$ cat src/rtl/cmbd_pkg.sv
`timescale 1ns / 1ps
// ----------------------------------------------------------------------------
// cmbd_pkg - shared types and constants of the memory bus decoder
// Memory map constants, request descriptor and size helpers.
// ----------------------------------------------------------------------------
package cmbd_pkg;

  localparam int unsigned RAM_BYTES     = 2097152;
  localparam int unsigned SCRATCH_BYTES = 1024;
  localparam int unsigned BANKS         = 4;

  localparam int unsigned RAM_ROWS      = RAM_BYTES / BANKS;
  localparam int unsigned RAM_ROW_W     = $clog2(RAM_ROWS);
  localparam int unsigned SCR_ROWS      = SCRATCH_BYTES / BANKS;
  localparam int unsigned SCR_ROW_W     = $clog2(SCR_ROWS);
  localparam int unsigned RAM_LIMIT_W   = 22;
  localparam int unsigned MIRROR_W      = 21;

  localparam int unsigned QUEUE_DEPTH   = 2;
  localparam int unsigned QPTR_W        = $clog2(QUEUE_DEPTH);
  localparam int unsigned QCNT_W        = $clog2(QUEUE_DEPTH + 1);

  localparam logic [31:0] PHYS_MASK     = 32'h1FFF_FFFF;
  localparam logic [31:0] MIRROR_MASK   = 32'h001F_FFFF;
  localparam logic [31:0] MIRROR_END    = 32'h0080_0000;
  localparam logic [31:0] SCRATCH_BASE  = 32'h1F80_0000;
  localparam logic [31:0] GPU_GP0       = 32'h1F80_1810;
  localparam logic [31:0] GPU_GP1       = 32'h1F80_1814;

  localparam logic [RAM_LIMIT_W-1:0] RAM_LIMIT_RESET = RAM_LIMIT_W'(RAM_BYTES);

  typedef enum logic {
    OP_READ  = 1'b0,
    OP_WRITE = 1'b1
  } op_e;

  typedef enum logic [1:0] {
    SZ_BYTE = 2'd0,
    SZ_HALF = 2'd1,
    SZ_WORD = 2'd2
  } size_e;

  typedef enum logic [2:0] {
    TGT_RAM      = 3'd0,
    TGT_SCRATCH  = 3'd1,
    TGT_GP1      = 3'd2,
    TGT_GP0      = 3'd3,
    TGT_UNMAPPED = 3'd4
  } target_e;

  typedef enum logic {
    BK_IDLE   = 1'b0,
    BK_ACCESS = 1'b1
  } back_state_e;

  // Classified request. data holds write data for writes and the shifted,
  // masked GPU status value for GP1 port reads; other reads hold zero.
  typedef struct packed {
    op_e                  op;
    size_e                size;
    target_e              target;
    logic [1:0]           off;
    logic [RAM_ROW_W-1:0] row;
    logic [31:0]          data;
    logic [31:0]          addr;
  } req_t;

  function automatic logic [2:0] size_bytes(input size_e size);
    logic [2:0] n;
    case (size)
      SZ_BYTE: n = 3'd1;
      SZ_HALF: n = 3'd2;
      SZ_WORD: n = 3'd4;
      default: n = 3'd0;
    endcase
    return n;
  endfunction

  function automatic logic [31:0] size_mask(input size_e size);
    logic [31:0] m;
    case (size)
      SZ_BYTE: m = 32'h0000_00FF;
      SZ_HALF: m = 32'h0000_FFFF;
      default: m = 32'hFFFF_FFFF;
    endcase
    return m;
  endfunction

endpackage

$ cat src/rtl/cmbd_queue.sv
`timescale 1ns / 1ps
// ----------------------------------------------------------------------------
// cmbd_queue - request queue between decode and execute
// Small register FIFO of classified requests.
// ----------------------------------------------------------------------------
module cmbd_queue (
  input  logic           clk_i,
  input  logic           rst_ni,
  input  logic           push_i,
  input  cmbd_pkg::req_t push_req_i,
  output logic           full_o,
  input  logic           pop_i,
  output logic           not_empty_o,
  output cmbd_pkg::req_t head_o
);
  import cmbd_pkg::*;

  req_t              entries_q [QUEUE_DEPTH];
  logic [QPTR_W-1:0] wr_ptr_q;
  logic [QPTR_W-1:0] wr_ptr_d;
  logic [QPTR_W-1:0] rd_ptr_q;
  logic [QPTR_W-1:0] rd_ptr_d;
  logic [QCNT_W-1:0] count_q;
  logic [QCNT_W-1:0] count_d;

  assign full_o      = (count_q == QCNT_W'(QUEUE_DEPTH));
  assign not_empty_o = (count_q != '0);
  assign head_o      = entries_q[rd_ptr_q];

  always_comb begin
    wr_ptr_d = wr_ptr_q;
    rd_ptr_d = rd_ptr_q;
    count_d  = count_q;
    if (push_i) begin
      wr_ptr_d = (wr_ptr_q == QPTR_W'(QUEUE_DEPTH - 1)) ? '0 : wr_ptr_q + 1'b1;
    end
    if (pop_i) begin
      rd_ptr_d = (rd_ptr_q == QPTR_W'(QUEUE_DEPTH - 1)) ? '0 : rd_ptr_q + 1'b1;
    end
    if (push_i && !pop_i) begin
      count_d = count_q + 1'b1;
    end else if (pop_i && !push_i) begin
      count_d = count_q - 1'b1;
    end
  end

  always_ff @(posedge clk_i or negedge rst_ni) begin
    if (!rst_ni) begin
      wr_ptr_q <= '0;
      rd_ptr_q <= '0;
      count_q  <= '0;
    end else begin
      wr_ptr_q <= wr_ptr_d;
      rd_ptr_q <= rd_ptr_d;
      count_q  <= count_d;
    end
  end

  always_ff @(posedge clk_i) begin
    if (push_i) begin
      entries_q[wr_ptr_q] <= push_req_i;
    end
  end

endmodule

$ cat config.mk
export PLATFORM = sky130hd
export DESIGN_NAME = cmbd_queue
export DESIGN_NICKNAME = d
export VERILOG_FILES = /design/src/rtl/cmbd_pkg.sv /design/src/rtl/cmbd_queue.sv
export SDC_FILE = /design/constraint.sdc
export NUM_CORES = 1
export LEC_CHECK = 0
export ABC_AREA = 1
export BUFFER_PORTS_ARGS = -buffer_cell sky130_fd_sc_hd__buf_2
export CAP_MARGIN = 20
export CORE_MARGIN = 2
export CORE_UTILIZATION = 40
export DETAILED_ROUTE_END_ITERATION = 7
export SYNTH_ARGS = -nofsm -noshare
export SYNTH_HDL_FRONTEND = slang
export SYNTH_SLANG_ARGS = --single-unit
$ cat constraint.sdc
create_clock -name clk_i -period 9.22 [get_ports clk_i]
set_clock_uncertainty 0.1 [all_clocks]
set_input_delay 0.922 -clock clk_i [delete_from_list [all_inputs] [get_ports clk_i]]
set_output_delay 0.922 -clock clk_i [all_outputs]
set_load 0.005 [all_outputs]
======== Yosys cells after proc, flatten, opt, wreduce, memory -nomap -nowiden ========
Memory sizes are Yosys's and may differ from the RTL's.
Index checks and enable logic that the tools add are counted.
cells by class
  shift-type cells ........................ 0
  reductions and logical operators ........ 6
  $mul .................................... 0
  bitwise logic cells ..................... 0
  equality and inequality tests ........... 1
  add/subtract/negate cells ............... 4
  divide/modulo/power cells ............... 0
  muxes and demuxes ....................... 6
  magnitude comparators ................... 0
operators with widths
  cell                 count
  $mux 1               4
  $mux 2               2
  $reduce_bool 2->1    2
  $add 1x1->1 const B  2
  $add 2x1->2 const B  1
  $eq 2x2->1 const B   1
  $logic_and 1x1->1    2
  $logic_not 1->1      2
  $sub 2x1->2 const B  1
storage, ports and cells
  bits in read-only memories .............. 0
  flip-flop bits (word level) ............. 4
  latch bits .............................. 0
  memories kept ........................... 1
  bits in writable memories ............... 182
  input port bits ......................... 95
  word-level logic and storage cells ...... 21
memories
  name       depth  bits a word  rd ports  clocked after memory_dff  write ports  RTL line          source
  entries_q  2      91           1         0                         1            cmbd_queue.sv:18  req_t entries_q [QUEUE_DEPTH];

======== Logic depth before layout (Yosys ltp) ========
  depth in word-level cells ............... 4
  depth in mapped cells ................... 7
  depth with buffers taken out ............ 7

======== Worst setup path before layout ========
No wires, ideal clock.
  path type ............................... input -> register
  start ................................... input port push_i
  end ..................................... memory entries_q[0][0] (netlist name), enable pin
  arrival ................................. 4.772 ns
  setup time .............................. 0.544 ns
  data required time ...................... 8.576 ns
  setup slack ............................. 3.804 ns
  path buffers ............................ 0
  stages on the path ...................... 2
  cells stage by stage .................... inv_1 nor2_1
on the way
  word-level cells in the longest chain between the ends .. 2
RTL lines
  what                          RTL line          source
  from (decl)                   cmbd_queue.sv:9   input logic push_i,
  $mux 1                        cmbd_queue.sv:60  if (push_i) begin
  $mux 1 (implied by the code)  cmbd_queue.sv:61  entries_q[wr_ptr_q] <= push_req_i;
  to (decl)                     cmbd_queue.sv:18
No other way between the ends.

==> results.cfg <==
[outcome]
status = completed

[routing]
ant_nets = 0
wl_um = 12800
post-route-drc-count = 0
via_per_inst = 4.57
post_drt_wl_per_cell_um = 17.1
dr.first_iter.drc_count = 187
vias = 3420
dr.pass1.iters = 6

[floorplan]
row_count = 48
die_h_um = 138
die_area_sq_um = 19000
start_util_pct = 41.2
ios = 188
core_sq_um = 17400
die_x_um = 138

[place]
placedCellCount = 714
dp_hpwl_um = 8570
place_congestion = 0.666
io_buffers = 187

[power_and_ir_drop]
ir_worst_vdd_mv = 0.163
total_power_mw = 2.63
powerDensity_nw_per_um2 = 298
power_leakage_nw = 3.58

[clocking]
clkLatencyLatePin_ns = 0.41
clock_path_buffers = 2
cts_tree = built
numClockSinks = 186
cts_resized = 0
clk_pin_slew_ns = 0.06
ctsHtreeMaxLevel = 4
numCtsBuffers = 17
cts_hold_buf = 0
cts.root.buffer_cell = clkbuf_16
postCtsSetupBuffers = 0

[layout]
syn_to_final_growth_pct = 23.3
mostFrequentLayoutCells = buf_2, edfxtp_1, mux2_4, clkbuf_16, mux2_2
final_cells = 748
register_area_sq_um = 5570
layout.nets = 605
drive_gt1_share_pct = 60.2
mostFrequentLayoutCell = buf_2
multiInputGateArea_sq_um = 1410
post-route-util_pct = 50.8
filler_cell_count = 1474

[timing]
min_period_over_period_pct = 40.6
fmax_mhz = 267
period_needed_ns = 3.75
fin_tns_setup_ns = 0
tightest_slew_ns = 1.02
setup_viol = 0
maxSlewViolCount = 0
max-slew-margin-rel_pct = 32.1
hold_viol = 0
grt_setup_unrepaired = false

[run]
cap_violations = 0

[worst_setup_path]
r2r_slack_ns = 7.37
crit_path_end_kind = output pin
cp_slowest_stage_delay_ns = 0.91
crit_type = reg -> out
worstPathArrival_ns = 2.72
critPathRequiredTime_ns = 8.20
path_cells = buf_4 > mux2_4 > buf_2
path_buf_inv = 2
crit_fanout = 55
critPathTopFamily = buffers and inverters
start_kind = flip-flop
cpMaxStageDelayCell = buf_4

[synthesis]
syn-cell-area_sq_um = 7170
ys_seq_elements = 186
synth_compound_area_share_pct = 0
synth.yosys.seq_area_share_pct = 77.6
syn_nets = 404
yosysWarnings = 0
synth_fa_ha_area_share_pct = 0.174
synthCells = 308
avgSynthCellArea_sq_um = 23.3
synth_xor_xnor_area_share_pct = 0.366
synth_cell_types = 15
synthMuxAreaShare_pct = 18.5
synth_top_area_cell = edfxtp_1
synth_area_leaders = edfxtp_1, mux2_4, buf_12
synth_top_area_share_pct = 76.2
synth-simple-area-share_pct = 0.576
synth_top_family_by_area = multiplexers

[worst_hold_path]
hp-class = in -> async

[global_routing]
grt_max_degree = 79
grt_pass1_vias = 3547
grt.overflow.total = 0
grt.total_usage_pct = 13.6
antenna_found_initial = 1
grt_pass1_wl_um = 18800
==> synthesized netlist by cell type (all sizes together) <==
master,number
buf,10
dfrtp,4
edfxtp,182
ha,1
inv,7
mux2,91
nand2,6
nand3,1
nand4,1
nor2,2
xnor2,1
xor2,2
==> cell families after synthesis <==
group	count (synthesis)
DFF	186
muxes	91
buffers and inverters	17
and+or+nand+nor	10
xor gates and xnor gates	3
adders and majority gates	1
==> worst register-to-register path: cells and delay by family (launching register included) <==
family,cells,cell delay [ns]
flip-flops,1,0.42
AND/OR/NAND/NOR,1,0.12
buffers and inverters,3,0.81
==> flip-flops by register name, indices dropped and copies added, names as in the netlist <==
signal,flops
wr_ptr_q,1
count_q,2
entries_q,182
rd_ptr_q,1
==> worst paths after layout <==
path	startpoint	to	cells after the start
setup / recovery	rd_ptr_q	head_o[50]	3
hold / removal	rst_ni	count_q[1]	1
setup reg to reg	wr_ptr_q	entries_q[1][24]	4
hold reg to reg	count_q[1]	count_q[1]	2
max in group asynchronous	rst_ni	rd_ptr_q	1
min in group clk_i	count_q[1]	count_q[1]	2
==> power breakdown <==
part	leakage, nW	internal (mW)	switching (mW)
combinational	1.55	0.424	0.315
clock	0.281	0.396	0.292
sequential	1.75	1.12	0.0843
==> per-stage QoR <==
| stage | worst slack (ns) | cell area (sq um) | hold slack [ns] |
|---|---|---|---|
| 2_1_floorplan | 3.80 | 7170 | 0.342 |
| 3_3_place_gp | 5.89 | 8260 | 0.354 |
| 3_5_place_dp | 5.87 | 8260 | 0.364 |
| 4_1_cts | 5.40 | 8810 | 0.182 |
| 5_1_grt | 5.32 | 8840 | 0.176 |
| 6_report | 5.47 | 8840 | 0.202 |
==> layout make-up <==
| type | instances | area share [%] |
|---|---|---|
| Antenna cell | 1 | 0.0283 |
| Multi-Input combinational cell | 105 | 16.0 |
| Inverter | 7 | 0.325 |
| Timing Repair Buffer | 192 | 11.2 |
| Clock inverter | 14 | 1.44 |
| Clock buffer | 18 | 4.85 |
| Tap cell | 225 | 3.18 |
| Sequential cell | 186 | 63.0 |
==> metal layers <==
layer | part of all wire (%) | vias up | wire length, um | track usage, %
met5 | 0 | - | 0 | 0
met4 | 1.5 | 0 | 189 | 4.82
met3 | 6.6 | 12 | 838 | 4.86
met2 | 51 | 117 | 6460 | 22.4
met1 | 41 | 1679 | 5280 | 16.4
li1 | - | 1612 | - | -
Power figures use the tool's default switching activity.
