[src/rtl/cmbd_pkg.sv]
`timescale 1ns / 1ps
// ----------------------------------------------------------------------------
// cmbd_pkg - shared types and constants of the memory bus decoder
// Memory map constants, request descriptor and size helpers.
// ----------------------------------------------------------------------------
package cmbd_pkg;

  localparam int unsigned RAM_BYTES     = 2097152;
  localparam int unsigned SCRATCH_BYTES = 1024;
  localparam int unsigned BANKS         = 4;

  localparam int unsigned RAM_ROWS      = RAM_BYTES / BANKS;
  localparam int unsigned RAM_ROW_W     = $clog2(RAM_ROWS);
  localparam int unsigned SCR_ROWS      = SCRATCH_BYTES / BANKS;
  localparam int unsigned SCR_ROW_W     = $clog2(SCR_ROWS);
  localparam int unsigned RAM_LIMIT_W   = 22;
  localparam int unsigned MIRROR_W      = 21;

  localparam int unsigned QUEUE_DEPTH   = 2;
  localparam int unsigned QPTR_W        = $clog2(QUEUE_DEPTH);
  localparam int unsigned QCNT_W        = $clog2(QUEUE_DEPTH + 1);

  localparam logic [31:0] PHYS_MASK     = 32'h1FFF_FFFF;
  localparam logic [31:0] MIRROR_MASK   = 32'h001F_FFFF;
  localparam logic [31:0] MIRROR_END    = 32'h0080_0000;
  localparam logic [31:0] SCRATCH_BASE  = 32'h1F80_0000;
  localparam logic [31:0] GPU_GP0       = 32'h1F80_1810;
  localparam logic [31:0] GPU_GP1       = 32'h1F80_1814;

  localparam logic [RAM_LIMIT_W-1:0] RAM_LIMIT_RESET = RAM_LIMIT_W'(RAM_BYTES);

  typedef enum logic {
    OP_READ  = 1'b0,
    OP_WRITE = 1'b1
  } op_e;

  typedef enum logic [1:0] {
    SZ_BYTE = 2'd0,
    SZ_HALF = 2'd1,
    SZ_WORD = 2'd2
  } size_e;

  typedef enum logic [2:0] {
    TGT_RAM      = 3'd0,
    TGT_SCRATCH  = 3'd1,
    TGT_GP1      = 3'd2,
    TGT_GP0      = 3'd3,
    TGT_UNMAPPED = 3'd4
  } target_e;

  typedef enum logic {
    BK_IDLE   = 1'b0,
    BK_ACCESS = 1'b1
  } back_state_e;

  // Classified request. data holds write data for writes and the shifted,
  // masked GPU status value for GP1 port reads; other reads hold zero.
  typedef struct packed {
    op_e                  op;
    size_e                size;
    target_e              target;
    logic [1:0]           off;
    logic [RAM_ROW_W-1:0] row;
    logic [31:0]          data;
    logic [31:0]          addr;
  } req_t;

  function automatic logic [2:0] size_bytes(input size_e size);
    logic [2:0] n;
    case (size)
      SZ_BYTE: n = 3'd1;
      SZ_HALF: n = 3'd2;
      SZ_WORD: n = 3'd4;
      default: n = 3'd0;
    endcase
    return n;
  endfunction

  function automatic logic [31:0] size_mask(input size_e size);
    logic [31:0] m;
    case (size)
      SZ_BYTE: m = 32'h0000_00FF;
      SZ_HALF: m = 32'h0000_FFFF;
      default: m = 32'hFFFF_FFFF;
    endcase
    return m;
  endfunction

endpackage

[src/rtl/cmbd_front.sv]
`timescale 1ns / 1ps
// ----------------------------------------------------------------------------
// cmbd_front - request intake and address decode
// Holds the RAM limit register, decodes each request to a target and pushes
// the classified request into the queue.
// ----------------------------------------------------------------------------
module cmbd_front (
  input  logic                                clk_i,
  input  logic                                rst_ni,
  input  logic                                cfg_we_i,
  input  logic [cmbd_pkg::RAM_LIMIT_W-1:0]    cfg_wdata_i,
  input  logic                                in_valid_i,
  output logic                                in_ready_o,
  input  logic                                opcode_i,
  input  logic [1:0]                          access_size_i,
  input  logic [31:0]                         address_i,
  input  logic [31:0]                         write_data_i,
  input  logic [31:0]                         gpu_status_i,
  input  logic                                q_full_i,
  input  logic                                clr_busy_i,
  output logic                                push_o,
  output cmbd_pkg::req_t                      push_req_o
);
  import cmbd_pkg::*;

  logic [RAM_LIMIT_W-1:0] ram_limit_q;
  logic [RAM_LIMIT_W-1:0] eff_size;
  logic [31:0]           phys;
  logic [31:0]           soff;
  logic [MIRROR_W-1:0]   roff;
  logic [MIRROR_W+1:0]   ram_end;
  logic [32:0]           scr_end;
  logic [2:0]            nbytes;
  size_e                 size;
  op_e                   op;
  logic                  sz_ok;
  logic                  ram_hit;
  logic                  scr_hit;
  logic                  in_g0;
  logic                  in_g1;
  logic                  gpu_ok;
  logic [1:0]            po;
  target_e               target;
  logic [31:0]           data;

  always_ff @(posedge clk_i or negedge rst_ni) begin
    if (!rst_ni) begin
      ram_limit_q <= RAM_LIMIT_RESET;
    end else if (cfg_we_i) begin
      ram_limit_q <= cfg_wdata_i;
    end
  end

  assign in_ready_o = !q_full_i && !clr_busy_i;
  assign push_o     = in_valid_i && in_ready_o;

  always_comb begin
    size     = size_e'(access_size_i);
    op       = op_e'(opcode_i);
    nbytes   = size_bytes(size);
    sz_ok    = (nbytes != 3'd0);
    eff_size = (ram_limit_q < RAM_LIMIT_RESET) ? ram_limit_q : RAM_LIMIT_RESET;
    phys     = address_i & PHYS_MASK;
    roff     = MIRROR_W'(phys & MIRROR_MASK);
    soff     = phys - SCRATCH_BASE;
    po       = phys[1:0];

    ram_end  = {2'b00, roff} + (MIRROR_W + 2)'(nbytes);
    scr_end  = {1'b0, soff} + 33'(nbytes);

    ram_hit  = sz_ok && (phys < MIRROR_END) && (eff_size != '0) &&
               (ram_end <= (MIRROR_W + 2)'(eff_size));
    scr_hit  = sz_ok && (phys >= SCRATCH_BASE) && (scr_end <= 33'(SCRATCH_BYTES));
    in_g0    = (phys[31:2] == GPU_GP0[31:2]);
    in_g1    = (phys[31:2] == GPU_GP1[31:2]);
    gpu_ok   = (size == SZ_BYTE) || ((size == SZ_HALF) && !po[0]) ||
               ((size == SZ_WORD) && (po == 2'd0));

    if (ram_hit) begin
      target = TGT_RAM;
    end else if (scr_hit) begin
      target = TGT_SCRATCH;
    end else if (sz_ok && (in_g0 || in_g1) && gpu_ok) begin
      target = in_g1 ? TGT_GP1 : TGT_GP0;
    end else begin
      target = TGT_UNMAPPED;
    end

    if (op == OP_WRITE) begin
      data = write_data_i;
    end else if (target == TGT_GP1) begin
      data = (gpu_status_i >> {po, 3'b000}) & size_mask(size);
    end else begin
      data = '0;
    end

    push_req_o.op     = op;
    push_req_o.size   = size;
    push_req_o.target = target;
    push_req_o.off    = po;
    push_req_o.row    = (target == TGT_SCRATCH) ?
                        RAM_ROW_W'(soff[SCR_ROW_W+1:2]) : roff[RAM_ROW_W+1:2];
    push_req_o.data   = data;
    push_req_o.addr   = address_i;
  end

endmodule

[config.mk]
export PLATFORM = sky130hd
export DESIGN_NAME = cmbd_front
export DESIGN_NICKNAME = d
export VERILOG_FILES = /design/src/rtl/cmbd_pkg.sv /design/src/rtl/cmbd_front.sv
export SDC_FILE = /design/constraint.sdc
export NUM_CORES = 1
export LEC_CHECK = 0
export ABC_AREA = 1
export BUFFER_PORTS_ARGS = -buffer_cell sky130_fd_sc_hd__buf_2
export CORE_MARGIN = 2
export CORE_UTILIZATION = 28
export DETAILED_ROUTE_END_ITERATION = 7
export PLACE_DENSITY = 0.56
export SYNTH_ARGS = -nofsm -noshare
export SYNTH_HDL_FRONTEND = slang
export SYNTH_SLANG_ARGS = --single-unit
[constraint.sdc]
create_clock -name clk_i -period 12.47 [get_ports clk_i]
set_input_delay 2.494 -clock clk_i [delete_from_list [all_inputs] [get_ports clk_i]]
set_output_delay 2.494 -clock clk_i [all_outputs]
set_load 0.05 [all_outputs]
Word level (Yosys, flattened, before mapping)
Index checks and enable logic that the tools add are counted.
Operators by class
  add/sub/neg operators: 3
  shift operators: 1
  muxes and demuxes: 12
  $mul: 0
  div/mod/pow operators: 0
  $lt $le $gt $ge: 5
  eq/ne operators: 6
  bitwise operators: 1
  reduce and logical (&&, ||, !) cells: 21
Operator list (count)
  $mux 32: 4
  $pmux 32 s2: 1
  $eq 27x27->1 const B: 2
  $add 32x3->33: 1
  $le 33x11->1 const B: 1
  $and 32x32->32: 1
  $shr 32x5->32: 1
  $sub 29x29->30 const B: 1
  $ge 29x29->1 const B: 1
  $lt 29x24->1 const B: 1
  $add 21x3->22: 1
  $le 22x22->1: 1
  $lt 22x22->1 const B: 1
  $mux 22: 1
  $reduce_bool 22->1: 1
  $mux 19: 1
  $logic_and 1x1->1: 11
  $mux 3: 3
  $pmux 3 s3: 1
  $logic_not 2->1: 2
  $eq 3x1->1 const B: 1
  $eq 3x2->1 const B: 1
  $logic_not 1->1: 3
  $logic_or 1x1->1: 3
  other kinds (4): 4
Word-level totals
  input bits: 127
  bits in registers: 22
  word-level logic and storage cells: 50
  memory bits (read-only): 0
  RAM bits: 0
  latch bits: 0
  output and inout bits: 93
  memories kept: 0

Logic depth before layout (Yosys ltp)
Gate-level depths: netlist of run 1.
  depth in word-level cells: 14
  depth in mapped cells: 25

Worst setup path after synthesis of run 1
No wires, ideal clock.
  path type: input to output
  start: in access_size_i[1]
  end: out push_req_o[87] (netlist name)
  setup slack: 4759 ps
  arrival time: 5217 ps
  buffers on the path: 0
  stages on the path: 25
  cells stage by stage: inv_1 nand2_1 inv_1 ha_1 inv_1 fa_1 inv_1 nand3_2 nand2_2 nand2_2 nor2_1 nor2_1 nor2_1 inv_1 ha_1 nand2_1 inv_1 nand3_1 nor2_1 nand3b_1 nand3_1 o31ai_1 a21oi_1 nand2_1 inv_1
RTL lines
  start, declared: line cmbd_front.sv:15  | input logic [1:0] access_size_i,
  end, declared: line cmbd_front.sv:22  | output cmbd_pkg::req_t push_req_o

==> results of run 1 <==
## path summary, 6_finish.rpt
kind,startpoint,end,depth (start not counted)
worst max register to register,ram_limit_q[21]$_DFFE_PN1P_,ram_limit_q[21]$_DFFE_PN1P_,2
worst max-delay path,address_i[1],push_req_o[87],20
max in group asynchronous,rst_ni,ram_limit_q[21]$_DFFE_PN1P_,1
worst min register to register,ram_limit_q[10]$_DFFE_PN0P_,ram_limit_q[10]$_DFFE_PN0P_,1
worst min-delay path,ram_limit_q[10]$_DFFE_PN0P_,ram_limit_q[10]$_DFFE_PN0P_,1
min in group asynchronous,rst_ni,ram_limit_q[1]$_DFFE_PN0P_,1
## power by group
group | internal [mW] | switching [mW]
Sequential | 0.0788 | 0.00410
Clock | 0.0489 | 0.0233
Combinational | 0.0603 | 0.138
Total | 0.188 | 0.165
## cells in the mapped netlist, drive strengths merged
cell type | count | area (um^2)
clkinv | 1 | 3.75
xnor2 | 1 | 8.76
nor3 | 10 | 65.1
inv | 88 | 330
fa | 1 | 20.0
clkbuf | 33 | 125
nor2 | 80 | 340
dfstp | 1 | 26.3
o31ai | 2 | 15.0
nand3 | 54 | 290
nor3b | 4 | 35.0
dfrtp | 21 | 526
a31oi | 1 | 6.26
nand2 | 235 | 907
o2111ai | 1 | 8.76
xor2 | 8 | 70.1
or2 | 1 | 6.26
nor4 | 4 | 25.0
ha | 28 | 350
buf | 45 | 338
o21ai | 49 | 245
a21oi | 12 | 60.1
nand4 | 20 | 125
nand3b | 1 | 7.51
mux2 | 20 | 225
a211o | 1 | 8.76
o211ai | 17 | 128
## cell type report
type / count / share of cell area, %
clock buffers: 4 / 1.70
repair buffers: 213 / 20.4
multi-input cells: 550 / 56.4
flip-flops and latches: 22 / 10.5
diodes: 1 / 0.0478
inverters: 89 / 6.39
well taps: 188 / 4.50
## layer usage
layer | vias to the layer above | wire (um) | global-route usage (%)
met5 | - | 0 | 0
met4 | 0 | 148 | 2.52
met3 | 11 | 892 | 1.59
met2 | 185 | 7280 | 32.0
met1 | 2198 | 6940 | 22.8
li1 | 2618 | - | -
## stage by stage
step	setup slack (ns)	hold slack, ns	power (mW)	cells
2_1_floorplan	4.76	0.481	0.232	739
3_3_place_gp	3.62	0.492	0.283	1062
3_5_place_dp	3.54	0.497	0.283	1062
4_1_cts	3.54	0.509	0.356	1066
5_1_grt	3.00	0.524	0.379	1066
6_report	3.52	0.506	0.353	1067
## logic make-up after synthesis
| logic type | Yosys count | share of synthesized area, % |
|---|---|---|
| AND/OR/NAND/NOR | 409 | 41.9 |
| AO/OA/AOI/OAI | 83 | 11.0 |
| multiplexers | 20 | 5.24 |
| XOR/XNOR | 9 | 1.83 |
| adder cells (fa/ha/maj) | 29 | 8.62 |
| buffers and inverters | 167 | 18.5 |
| flip-flops | 22 | 12.8 |
==> load_flow_metrics.sql, run 1 <==
INSERT INTO impl_metrics (metric_group, metric, value, unit) VALUES
('die', 'design.portCount', '220', ''),
('grt', 'global_route_wire_length_before_repair', '23.0', 'mm'),
('placed_design', 'place_area', '5140', 'um^2'),
('cts', 'clk_root_buffer_cell', 'sky130_fd_sc_hd__clkbuf_16', ''),
('die', 'initial_utilization', '28.5', '%'),
('yosys', 'syn_avg_cell_area', '5.81', 'um^2'),
('yosys', 'synth_nets', '895', ''),
('pwr', 'max_ir_drop_vdd', '0.0881', 'mV'),
('cts', 'clkTransAtPathRegs', '0.05', 'ns'),
('final_layout', 'commonest_cells_after_routing_fill_and_taps_aside', 'sky130_fd_sc_hd__nand2_1 (227), sky130_fd_sc_hd__buf_2 (213), sky130_fd_sc_hd__inv_1 (87)', ''),
('grt', 'via_count_of_the_first_global_routing_pass', '4516', ''),
('status', 'run_status', 'completed', ''),
('worst_setup_path', 'critical_path_type', 'input pin to output port', ''),
('worst_setup_path', 'critical_path.top_delay_family', 'buffers and inverters', ''),
('worst_setup_path', 'critical_path.slowest_cell', 'sky130_fd_sc_hd__fa_1', ''),
('cts', 'clk_path_buf_depth', '2', ''),
('final_layout', 'regMostFlops', 'ram_limit_q', ''),
('grt', 'maximum_number_of_pins_on_one_net_before_global_route_repair', '47', ''),
('final_layout', 'final_layout_size_suffix_gt1_share', '30.6', '%'),
('final_layout', 'layout.nets', '1035', ''),
('die', 'coreArea', '15100', 'um^2'),
('sta', 'slew_violations', '0', ''),
('yosys', 'post_synth_num_cell_types', '37', ''),
('worst_setup_path', 'path_buf_inv', '5', ''),
('cts', 'buffers_inserted_by_post_cts_timing_repair', '0', ''),
('detailed_routing', 'detailedRoute.firstPassIterationCount', '5', ''),
('sta', 'setup-violations-final', '0', ''),
('detailed_routing', 'drt_iter0_markers', '203', ''),
('cts', 'clock_sinks', '22', ''),
('sta', 'sum_neg_setup_slack', '0', 'ns'),
('die', 'rows', '45', ''),
('pwr', 'cellPowerDensity', '67.4', 'nW/um^2'),
('worst_setup_path', 'cp-start-kind', 'input pin', ''),
('worst_setup_path', 'cpPeakStageDelay', '0.76', 'ns'),
('detailed_routing', 'wirelength', '15.3', 'mm'),
('die', 'area_enclosed_by_the_die_boundary', '16400', 'um^2'),
('die', 'fp.dieH', '128', 'um'),
('final_layout', 'largestRegisters', 'ram_limit_q (22)', ''),
('sta', 'unrepaired_setup_endpoints_after_global_routing', 'false', ''),
('yosys', 'synthesized_instance_count', '739', ''),
('detailed_routing', 'route.antenna.remaining_nets', '0', ''),
('final_layout', 'largest_register_ff_count', '22', ''),
('cts', 'clock_tree_from_tritoncts', 'yes', ''),
('final_layout', 'fin_area', '5230', 'um^2'),
('detailed_routing', 'via_count', '5012', ''),
('hold_path', 'min_path_type', 'register to register', ''),
('yosys', 'post_syn_area', '4300', 'um^2'),
('grt', 'global_route.usage.total', '17.5', '%'),
('placed_design', 'place.gp.congestion', '0.980', ''),
('worst_setup_path', 'critPathRequiredTime', '9.98', 'ns'),
('detailed_routing', 'detail_route.vias_per_cell', '4.70', ''),
('final_layout', 'sequential_cell_area', '552', 'um^2'),
('placed_design', 'detailedPlacementHpwl', '13.1', 'mm'),
('grt', 'globalRouteOverflowTotal', '0', ''),
('worst_setup_path', 'worst_setup_path_end_kind', 'output port', ''),
('sta', 'fin_skew', '0', 'ns'),
('sta', 'remaining_max_slew_budget_at_the_tightest_pin', '37.2', '%'),
('final_layout', 'area_growth_syn_to_layout', '21.8', '%'),
('die', 'die_x_extent', '128', 'um'),
('run', 'max_cap_violations', '0', ''),
('detailed_routing', 'wl_per_cell', '14.3', 'um'),
('pwr', 'p_leak', '2.85', 'nW'),
('final_layout', 'layout.filler_cells', '1743', ''),
('grt', 'grt_antenna_before_repair', '1', ''),
('detailed_routing', 'drcViolationCount', '0', ''),
('placed_design', 'io_buffer_count', '213', ''),
('final_layout', 'finish.utilization', '34.7', '%'),
('cts', 'post_cts_hold_buffer_count', '0', ''),
('final_layout', 'layout.cells.most_common', 'sky130_fd_sc_hd__nand2_1', ''),
('worst_setup_path', 'crit_chain', 'buf_2 > clkinv_1 > fa_1 > inv_1 > nand3_2 > nand2_2 > nand2_2 > nor2_2 > xor2_1 > ha_1 > nand2_1 > nor2_1 > nand4_1 > nand3b_1 > nand3_1 > o31ai_1 > a21oi_1 > nand2_1 > inv_1 > buf_2', ''),
('final_layout', 'multi_input_comb_area', '2950', 'um^2');
Power figures use the tool's default switching activity.
==> inputs of run 2 (changes only) <==
--- a/config.mk
+++ b/config.mk
@@ -5,12 +5,12 @@
 export SDC_FILE = /design/constraint.sdc
 export NUM_CORES = 1
 export LEC_CHECK = 0
-export ABC_AREA = 1
+export ABC_AREA = 0
 export BUFFER_PORTS_ARGS = -buffer_cell sky130_fd_sc_hd__buf_2
 export CORE_MARGIN = 2
 export CORE_UTILIZATION = 28
 export DETAILED_ROUTE_END_ITERATION = 7
-export PLACE_DENSITY = 0.56
+export PLACE_DENSITY = 0.58
 export SYNTH_ARGS = -nofsm -noshare
 export SYNTH_HDL_FRONTEND = slang
 export SYNTH_SLANG_ARGS = --single-unit
==> constraint.sdc (replaced) <==
create_clock -name clk_i -period 7.35 [get_ports clk_i]
set_input_delay 1.47 -clock clk_i [delete_from_list [all_inputs] [get_ports clk_i]]
set_output_delay 1.47 -clock clk_i [all_outputs]
set_load 0.05 [all_outputs]
==> load_flow_metrics.sql, run 2 <==
INSERT INTO impl_metrics (metric_group, metric, value, unit) VALUES
('yosys', 'synthMostInstantiatedCell', 'sky130_fd_sc_hd__nand2_1', ''),
('cts', 'buffers_inserted_by_post_cts_timing_repair', '0', ''),
('detailed_routing', 'route.antenna.remaining_nets', '0', ''),
('die', 'design.portCount', '220', ''),
('grt', 'global_route.usage.total', '17.5', '%'),
('yosys', 'ys_warn_count', '0', ''),
('placed_design', 'preCtsSetupSlack', '0.593', 'ns'),
('placed_design', 'detailedPlacementHpwl', '12.5', 'mm'),
('detailed_routing', 'detail_route.vias_per_cell', '5.17', ''),
('cts', 'clock_latency', '0.25', 'ns'),
('grt', 'maximum_number_of_pins_on_one_net_before_global_route_repair', '39', ''),
('yosys', 'dominantRegCellSynth', 'sky130_fd_sc_hd__dfrtp_1', ''),
('worst_setup_path', 'timing.rr.start', 'ram_limit_q[21]$_DFFE_PN1P_', ''),
('worst_setup_path', 'reg2reg_depth', '2', ''),
('placed_design', 'place.gp.congestion', '0.950', ''),
('detailed_routing', 'detailedRoute.firstPassIterationCount', '5', ''),
('yosys', 'synth_sequential_area_ratio', '13.4', '%'),
('final_layout', 'largestRegisters', 'ram_limit_q (22)', ''),
('worst_setup_path', 'cp-start-kind', 'input pin', ''),
('die', 'die_x_extent', '125', 'um'),
('status', 'run_status', 'completed', ''),
('worst_setup_path', 'critical_path.slowest_cell', 'sky130_fd_sc_hd__nor2b_1', ''),
('final_layout', 'sequential_cell_area', '552', 'um^2'),
('final_layout', 'largest_register_ff_count', '22', ''),
('worst_setup_path', 'worst_setup_path_end_kind', 'output port', ''),
('detailed_routing', 'drcViolationCount', '0', ''),
('placed_design', 'io_buffer_count', '213', ''),
('die', 'coreArea', '14500', 'um^2'),
('die', 'rows', '44', ''),
('grt', 'global_route_wire_length_before_repair', '22.4', 'mm'),
('detailed_routing', 'wl_per_cell', '17.3', 'um'),
('cts', 'clock_sinks', '22', ''),
('final_layout', 'multi_input_comb_area', '2950', 'um^2'),
('cts', 'clk_root_buffer_cell', 'sky130_fd_sc_hd__clkbuf_16', ''),
('pwr', 'max_ir_drop_vdd', '0.167', 'mV'),
('yosys', 'syn_avg_cell_area', '7.56', 'um^2'),
('cts', 'post_cts.resized_instances', '0', ''),
('final_layout', 'regMostFlops', 'ram_limit_q', ''),
('sta', 'unrepaired_setup_endpoints_after_global_routing', 'false', ''),
('pwr', 'p_leak', '2.36', 'nW'),
('cts', 'clk_path_buf_depth', '2', ''),
('yosys', 'synthTopCellsByArea', 'sky130_fd_sc_hd__dfrtp_1 (13%), sky130_fd_sc_hd__buf_4 (8.7%), sky130_fd_sc_hd__ha_1 (8.5%), sky130_fd_sc_hd__mux2_2 (6.0%), sky130_fd_sc_hd__nand2_1 (5.6%)', ''),
('worst_setup_path', 'critical_path.top_delay_family', 'simple AND/OR/NAND/NOR gates', ''),
('sta', 'fin_skew', '0', 'ns'),
('detailed_routing', 'via_count', '4429', ''),
('sta', 'sum_neg_setup_slack', '0', 'ns'),
('detailed_routing', 'drt_iter0_markers', '205', ''),
('worst_setup_path', 'critical_path_type', 'input pin to output port', ''),
('hold_path', 'holdCritStartpoint', 'ram_limit_q[15]$_DFFE_PN0P_', ''),
('run', 'max_cap_violations', '0', ''),
('die', 'initial_utilization', '28.5', '%'),
('final_layout', 'area_growth_syn_to_layout', '20.2', '%'),
('sta', 'finalWorstPathRequiredPeriod', '6.81', 'ns'),
('sta', 'final_min_period_over_clock_period', '92.6', '%'),
('worst_setup_path', 'path_buf_inv', '4', ''),
('final_layout', 'layout.cells.most_common', 'sky130_fd_sc_hd__buf_2', ''),
('yosys', 'synthesized_instance_count', '545', ''),
('cts', 'clkTransAtPathRegs', '0.06', 'ns'),
('die', 'area_enclosed_by_the_die_boundary', '15700', 'um^2'),
('cts', 'post_cts_hold_buffer_count', '0', ''),
('worst_setup_path', 'worst_r2r_endpoint', 'ram_limit_q[21]$_DFFE_PN1P_', ''),
('yosys', 'post_synth_most_frequent_cells', 'sky130_fd_sc_hd__nand2_1 (62), sky130_fd_sc_hd__buf_4 (48), sky130_fd_sc_hd__clkbuf_1 (29)', ''),
('worst_setup_path', 'cpPeakStageDelay', '0.46', 'ns'),
('sta', 'slew_violations', '0', ''),
('yosys', 'synth-edff-count', '0', ''),
('grt', 'grt_antenna_before_repair', '2', ''),
('cts', 'cts-buffers-inserted', '3', ''),
('sta', 'final.setup.worst_slack', '0.544', 'ns'),
('sta', 'setup-violations-final', '0', ''),
('cts', 'cts-htree-levels', '1', ''),
('sta', 'remaining_max_slew_budget_at_the_tightest_pin', '50.9', '%'),
('worst_setup_path', 'cp.depth', '19', ''),
('cts', 'clock_tree_from_tritoncts', 'yes', ''),
('worst_setup_path', 'setup.worst_path.end', 'push_req_o[87]', ''),
('worst_setup_path', 'critPathRequiredTime', '5.88', 'ns'),
('sta', 'max_freq', '147', 'MHz'),
('grt', 'globalRouteOverflowTotal', '0', ''),
('grt', 'via_count_of_the_first_global_routing_pass', '4163', ''),
('sta', 'finalHoldViolCount', '0', ''),
('sta', 'tightest_slew', '0.733', 'ns'),
('hold_path', 'min_path_type', 'register to register', ''),
('die', 'fp.dieH', '125', 'um'),
('worst_setup_path', 'crit_fanout', '12', ''),
('yosys', 'yosys.area.top_type', 'sky130_fd_sc_hd__dfrtp_1', ''),
('final_layout', 'final_layout_size_suffix_gt1_share', '37.7', '%'),
('worst_setup_path', 'crit_arrival', '5.34', 'ns'),
('yosys', 'synth_nets', '701', ''),
('yosys', 'synth-seq-cells', '22', ''),
('final_layout', 'commonest_cells_after_routing_fill_and_taps_aside', 'sky130_fd_sc_hd__buf_2 (213), sky130_fd_sc_hd__nand2_1 (62), sky130_fd_sc_hd__nor2_1 (28), sky130_fd_sc_hd__ha_1 (28), sky130_fd_sc_hd__o21ai_0 (25)', ''),
('yosys', 'synth_largest_type_area_fraction', '12.7', '%'),
('worst_setup_path', 'critical_path.startpoint', 'access_size_i[1]', ''),
('yosys', 'share_of_async_settable_or_async_resettable_flops_after_synthesis', '100', '%'),
('yosys', 'post_synth_num_cell_types', '63', ''),
('worst_setup_path', 'crit_chain', 'buf_2 > nor2_1 > ha_1 > inv_1 > fa_1 > nor2b_1 > o211a_1 > nand2_1 > xor2_1 > inv_1 > ha_1 > nand4_1 > nor4_1 > nand4_1 > o21ai_0 > nor4b_1 > o31ai_1 > nor2_1 > buf_2', ''),
('final_layout', 'layout.nets', '828', ''),
('worst_setup_path', 'reg2reg_setup_slack', '6.18', 'ns'),
('final_layout', 'layout.filler_cells', '1590', ''),
('yosys', 'post_syn_area', '4120', 'um^2'),
('pwr', 'cellPowerDensity', '118', 'nW/um^2'),
('detailed_routing', 'wirelength', '14.8', 'mm');
==> run 2: cell count changes after synthesis, sizes merged, moves of 10 or more <==
cell    before  now
nand2      235   62
o21ai       49   25
and2         0   10
inv         88   13
nand3       54   17
a21o         0   13
buf         45   65
mux2i        0   16
nor2b        0   12
nor2        80   28
o211ai      17    7
xnor2        1   15
a211oi       0   13
==> run 2: cell families after synthesis <==
group | count (synthesis) | synth area share, %
AND/OR/NAND/NOR | 203 | 26.0
AO/OA/AOI/OAI | 121 | 21.4
buffers and inverters | 107 | 15.0
multiplexers | 38 | 9.89
adder cells (fa/ha/maj) | 29 | 8.98
XOR/XNOR | 25 | 5.31
flip-flops | 22 | 13.4
==> run 2: how the worst min path moves through the flow <==
stage                             endpoint  slack, ns  cells past startpoint
3_5_place_dp    ram_limit_q[4]$_DFFE_PN0P_       0.50                      1
5_1_grt         ram_limit_q[4]$_DFFE_PN0P_       0.54                      1
4_1_cts         ram_limit_q[4]$_DFFE_PN0P_       0.51                      1
3_3_place_gp   ram_limit_q[14]$_DFFE_PN0P_       0.49                      1
6_report       ram_limit_q[15]$_DFFE_PN0P_       0.51                      1
2_1_floorplan  ram_limit_q[14]$_DFFE_PN0P_       0.48                      1
==> run 2: worst register-to-register path: cells and delay by family (launching register included) <==
| kind | cells | cell delay (ns) |
|---|---|---|
| flops | 1 | 0.53 |
| compound gates | 1 | 0.27 |
| buf+inv | 1 | 0.29 |
==> run 2: routing by layer <==
| layer | vias to the layer above | global-route usage (%) | part of all wire (%) |
|---|---|---|---|
| li1 | 2188 | - | - |
| met1 | 2045 | 21.9 | 42 |
| met2 | 172 | 31.9 | 50 |
| met3 | 24 | 1.45 | 5.4 |
| met4 | 0 | 5.42 | 2.4 |
| met5 | - | 0 | 0 |
==> run 2: through the flow <==
step           hold slack (ns)  area, um^2  power, mW  utilization, %  instances
2_1_floorplan            0.481        4120      0.393               -        545
3_3_place_gp             0.492        4870      0.474            33.7        851
3_5_place_dp             0.501        4870      0.475            33.7        851
4_1_cts                  0.513        4950      0.590            34.2        855
5_1_grt                  0.544        4960      0.625            34.2        857
6_report                 0.513        4960      0.586            34.2        857
==> run 2: where the power goes <==
group | leakage [nW] | internal [mW] | switching (mW)
Combinational | 2.06 | 0.109 | 0.218
Clock | 0.0382 | 0.0739 | 0.0401
Sequential | 0.256 | 0.134 | 0.0104
Total | 2.36 | 0.317 | 0.269
==> run 2: area by class of cell <==
| cell class | count | share of cell area [%] |
|---|---|---|
| Antenna cell | 2 | 0.101 |
| Clock buffer | 4 | 1.59 |
| Inverter | 13 | 0.985 |
| Multi-Input combinational cell | 416 | 59.6 |
| Sequential cell | 22 | 11.1 |
| Tap cell | 184 | 4.65 |
| Timing Repair Buffer | 216 | 22.0 |
==> inputs of run 3 (changes only) <==
--- a/config.mk
+++ b/config.mk
@@ -7,6 +7,7 @@
 export LEC_CHECK = 0
 export ABC_AREA = 0
 export BUFFER_PORTS_ARGS = -buffer_cell sky130_fd_sc_hd__buf_2
+export CORE_ASPECT_RATIO = 1.75
 export CORE_MARGIN = 2
 export CORE_UTILIZATION = 28
 export DETAILED_ROUTE_END_ITERATION = 7
==> load_flow_metrics.sql, run 3 (synthesized netlist as in run 2, its figures left out) <==
INSERT INTO impl_metrics (metric_group, metric, value, unit) VALUES
('sta', 'finalWorstPathRequiredPeriod', '6.78', 'ns'),
('cts', 'clock_tree_from_tritoncts', 'yes', ''),
('worst_setup_path', 'crit_arrival', '5.31', 'ns'),
('hold_path', 'min_path_type', 'register to register', ''),
('grt', 'via_count_of_the_first_global_routing_pass', '4118', ''),
('cts', 'clk_path_buf_depth', '2', ''),
('cts', 'post_cts_hold_buffer_count', '0', ''),
('detailed_routing', 'wirelength', '15.0', 'mm'),
('worst_setup_path', 'worst_setup_path_end_kind', 'output port', ''),
('grt', 'global_route.usage.total', '17.7', '%'),
('grt', 'global_route_wire_length_before_repair', '21.7', 'mm'),
('worst_setup_path', 'timing.rr.start', 'ram_limit_q[21]$_DFFE_PN1P_', ''),
('final_layout', 'area_growth_syn_to_layout', '20.6', '%'),
('final_layout', 'finish.utilization', '34.6', '%'),
('final_layout', 'largestRegisters', 'ram_limit_q (22)', ''),
('final_layout', 'fin_area', '4970', 'um^2'),
('cts', 'post_cts.resized_instances', '0', ''),
('pwr', 'cellInternalPower', '351', 'uW'),
('detailed_routing', 'route.antenna.remaining_nets', '0', ''),
('grt', 'maximum_number_of_pins_on_one_net_before_global_route_repair', '39', ''),
('sta', 'final_min_period_over_clock_period', '92.2', '%'),
('detailed_routing', 'wl_per_cell', '17.6', 'um'),
('die', 'area_enclosed_by_the_die_boundary', '15700', 'um^2'),
('die', 'rows', '58', ''),
('final_layout', 'layout.filler_cells', '1615', ''),
('die', 'design.portCount', '220', ''),
('pwr', 'p_leak', '2.37', 'nW'),
('placed_design', 'place_area', '4870', 'um^2'),
('sta', 'setup-violations-final', '0', ''),
('worst_setup_path', 'cp-start-kind', 'input pin', ''),
('cts', 'clock_sinks', '22', ''),
('final_layout', 'largest_register_ff_count', '22', ''),
('worst_setup_path', 'worst_r2r_endpoint', 'ram_limit_q[21]$_DFFE_PN1P_', ''),
('grt', 'grt_antenna_before_repair', '0', ''),
('sta', 'fin_skew', '0', 'ns'),
('sta', 'sum_neg_setup_slack', '0', 'ns'),
('cts', 'buffers_inserted_by_post_cts_timing_repair', '0', ''),
('pwr', 'cellPowerDensity', '125', 'nW/um^2'),
('pwr', 'max_ir_drop_vdd', '0.233', 'mV'),
('placed_design', 'place.gp.congestion', '0.952', ''),
('sta', 'max_freq', '148', 'MHz'),
('sta', 'tightest_slew', '0.841', 'ns'),
('hold_path', 'holdCritStartpoint', 'ram_limit_q[15]$_DFFE_PN0P_', ''),
('cts', 'clock_latency', '0.25', 'ns'),
('die', 'coreArea', '14400', 'um^2'),
('hold_path', 'timing.hold.worst_endpoint', 'ram_limit_q[15]$_DFFE_PN0P_', ''),
('placed_design', 'detailedPlacementHpwl', '12.8', 'mm'),
('pwr', 'switching_power', '270', 'uW'),
('final_layout', 'commonest_cells_after_routing_fill_and_taps_aside', 'sky130_fd_sc_hd__buf_2 (213), sky130_fd_sc_hd__nand2_1 (62), sky130_fd_sc_hd__nor2_1 (28), sky130_fd_sc_hd__ha_1 (28), sky130_fd_sc_hd__o21ai_0 (25)', ''),
('grt', 'globalRouteOverflowTotal', '0', ''),
('status', 'run_status', 'completed', ''),
('sta', 'remaining_max_slew_budget_at_the_tightest_pin', '43.6', '%'),
('detailed_routing', 'drcViolationCount', '0', ''),
('pwr', 'switching_share', '43.5', '%'),
('cts', 'cts-buffers-inserted', '3', ''),
('pwr', 'power.share.combinational', '52.6', '%'),
('sta', 'finalHoldViolCount', '0', ''),
('sta', 'slew_violations', '0', ''),
('final_layout', 'regMostFlops', 'ram_limit_q', ''),
('die', 'die_x_extent', '95.7', 'um'),
('detailed_routing', 'detail_route.vias_per_cell', '5.23', ''),
('detailed_routing', 'drt_iter0_markers', '235', ''),
('worst_setup_path', 'reg2reg_depth', '2', ''),
('hold_path', 'whs_path_depth', '1', ''),
('worst_setup_path', 'critPathRequiredTime', '5.88', 'ns'),
('cts', 'clk_root_buffer_cell', 'sky130_fd_sc_hd__clkbuf_16', ''),
('pwr', 'p_clk_share', '24.1', '%'),
('detailed_routing', 'via_count', '4451', ''),
('final_layout', 'layout.cells.most_common', 'sky130_fd_sc_hd__buf_2', ''),
('die', 'initial_utilization', '28.7', '%'),
('final_layout', 'sequential_cell_area', '552', 'um^2'),
('worst_setup_path', 'reg2reg_setup_slack', '6.17', 'ns'),
('detailed_routing', 'detailedRoute.firstPassIterationCount', '5', ''),
('worst_setup_path', 'critical_path_type', 'input pin to output port', ''),
('cts', 'clkTransAtPathRegs', '0.05', 'ns'),
('sta', 'unrepaired_setup_endpoints_after_global_routing', 'false', ''),
('final_layout', 'layout.nets', '828', ''),
('worst_setup_path', 'crit_fanout', '12', ''),
('final_layout', 'diodes', '0', ''),
('cts', 'cts-htree-levels', '1', ''),
('run', 'max_cap_violations', '0', ''),
('final_layout', 'multi_input_comb_area', '2950', 'um^2'),
('placed_design', 'io_buffer_count', '213', ''),
('final_layout', 'final_layout_size_suffix_gt1_share', '37.9', '%'),
('pwr', 'power.share.sequential', '23.3', '%'),
('die', 'fp.dieH', '165', 'um');
-- run 3: cell types whose count changed in the layout (fill, tap and decap cells not counted), sizes merged --
cell    previous run  this run
bufinv             0         1
clkbuf             4         3
diode              2         0
-- run 3: metrics by stage --
step                      hold WS (ns)  power, mW  setup WS [ns]  cells
after floorplan                  0.481      0.393          0.285    545
after global placement           0.491      0.473          0.696    847
after detailed placement         0.499      0.475          0.545    847
after CTS                        0.512      0.628          0.543    851
after global routing             0.531      0.662         0.0705    851
final                            0.509      0.621          0.574    851
-- run 3: how the worst max path moves through the flow --
| stage | startpoint | end | slack, ns | depth (start not counted) |
|---|---|---|---|---|
| after floorplan | address_i[25] | push_req_o[48] | 0.28 | 9 |
| after global placement | access_size_i[1] | push_req_o[87] | 0.70 | 19 |
| after detailed placement | access_size_i[1] | push_req_o[87] | 0.54 | 19 |
| after CTS | access_size_i[1] | push_req_o[87] | 0.54 | 19 |
| after global routing | access_size_i[1] | push_req_o[87] | 0.07 | 19 |
| final | access_size_i[1] | push_req_o[87] | 0.57 | 19 |
-- run 3: metal layers --
layer	global-route usage, %	vias up	routed length (um)
met3	1.82	21	1070
met1	18.2	2028	5470
li1	-	2183	-
met5	0	-	0
met4	3.25	0	297
met2	36.8	219	8120
-- run 3: layout make-up --
class                           instances  share of cell area (%)
Multi-Input combinational cell        416                    59.4
Inverter                               13                   0.981
Clock buffer                            3                    1.51
Tap cell                              180                    4.53
Sequential cell                        22                    11.1
Clock inverter                          1                   0.604
Timing Repair Buffer                  216                    21.9
-- run 3: critical path, stage by stage --
cell and delay [ns]:
sky130_fd_sc_hd__buf_2 0.14, sky130_fd_sc_hd__nor2_1 0.15, sky130_fd_sc_hd__ha_1 0.21, sky130_fd_sc_hd__inv_1 0.06, sky130_fd_sc_hd__fa_1 0.39, sky130_fd_sc_hd__nor2b_1 0.45, sky130_fd_sc_hd__o211a_1 0.44, sky130_fd_sc_hd__nand2_1 0.12
sky130_fd_sc_hd__xor2_1 0.27, sky130_fd_sc_hd__inv_1 0.08, sky130_fd_sc_hd__ha_1 0.28, sky130_fd_sc_hd__nand4_1 0.11, sky130_fd_sc_hd__nor4_1 0.27, sky130_fd_sc_hd__nand4_1 0.12, sky130_fd_sc_hd__o21ai_0 0.12, sky130_fd_sc_hd__nor4b_1 0.08
sky130_fd_sc_hd__o31ai_1 0.23, sky130_fd_sc_hd__nor2_1 0.09, sky130_fd_sc_hd__buf_2 0.22
-- run 3: power groups by stage --
stage / Combinational [mW] / Clock, mW / Sequential [mW]
detailed placement: 0.328 / 0 / 0.147
floorplan: 0.251 / 0 / 0.142
CTS: 0.329 / 0.154 / 0.145
finish: 0.327 / 0.149 / 0.145
global route: 0.358 / 0.158 / 0.146
global placement: 0.326 / 0 / 0.147
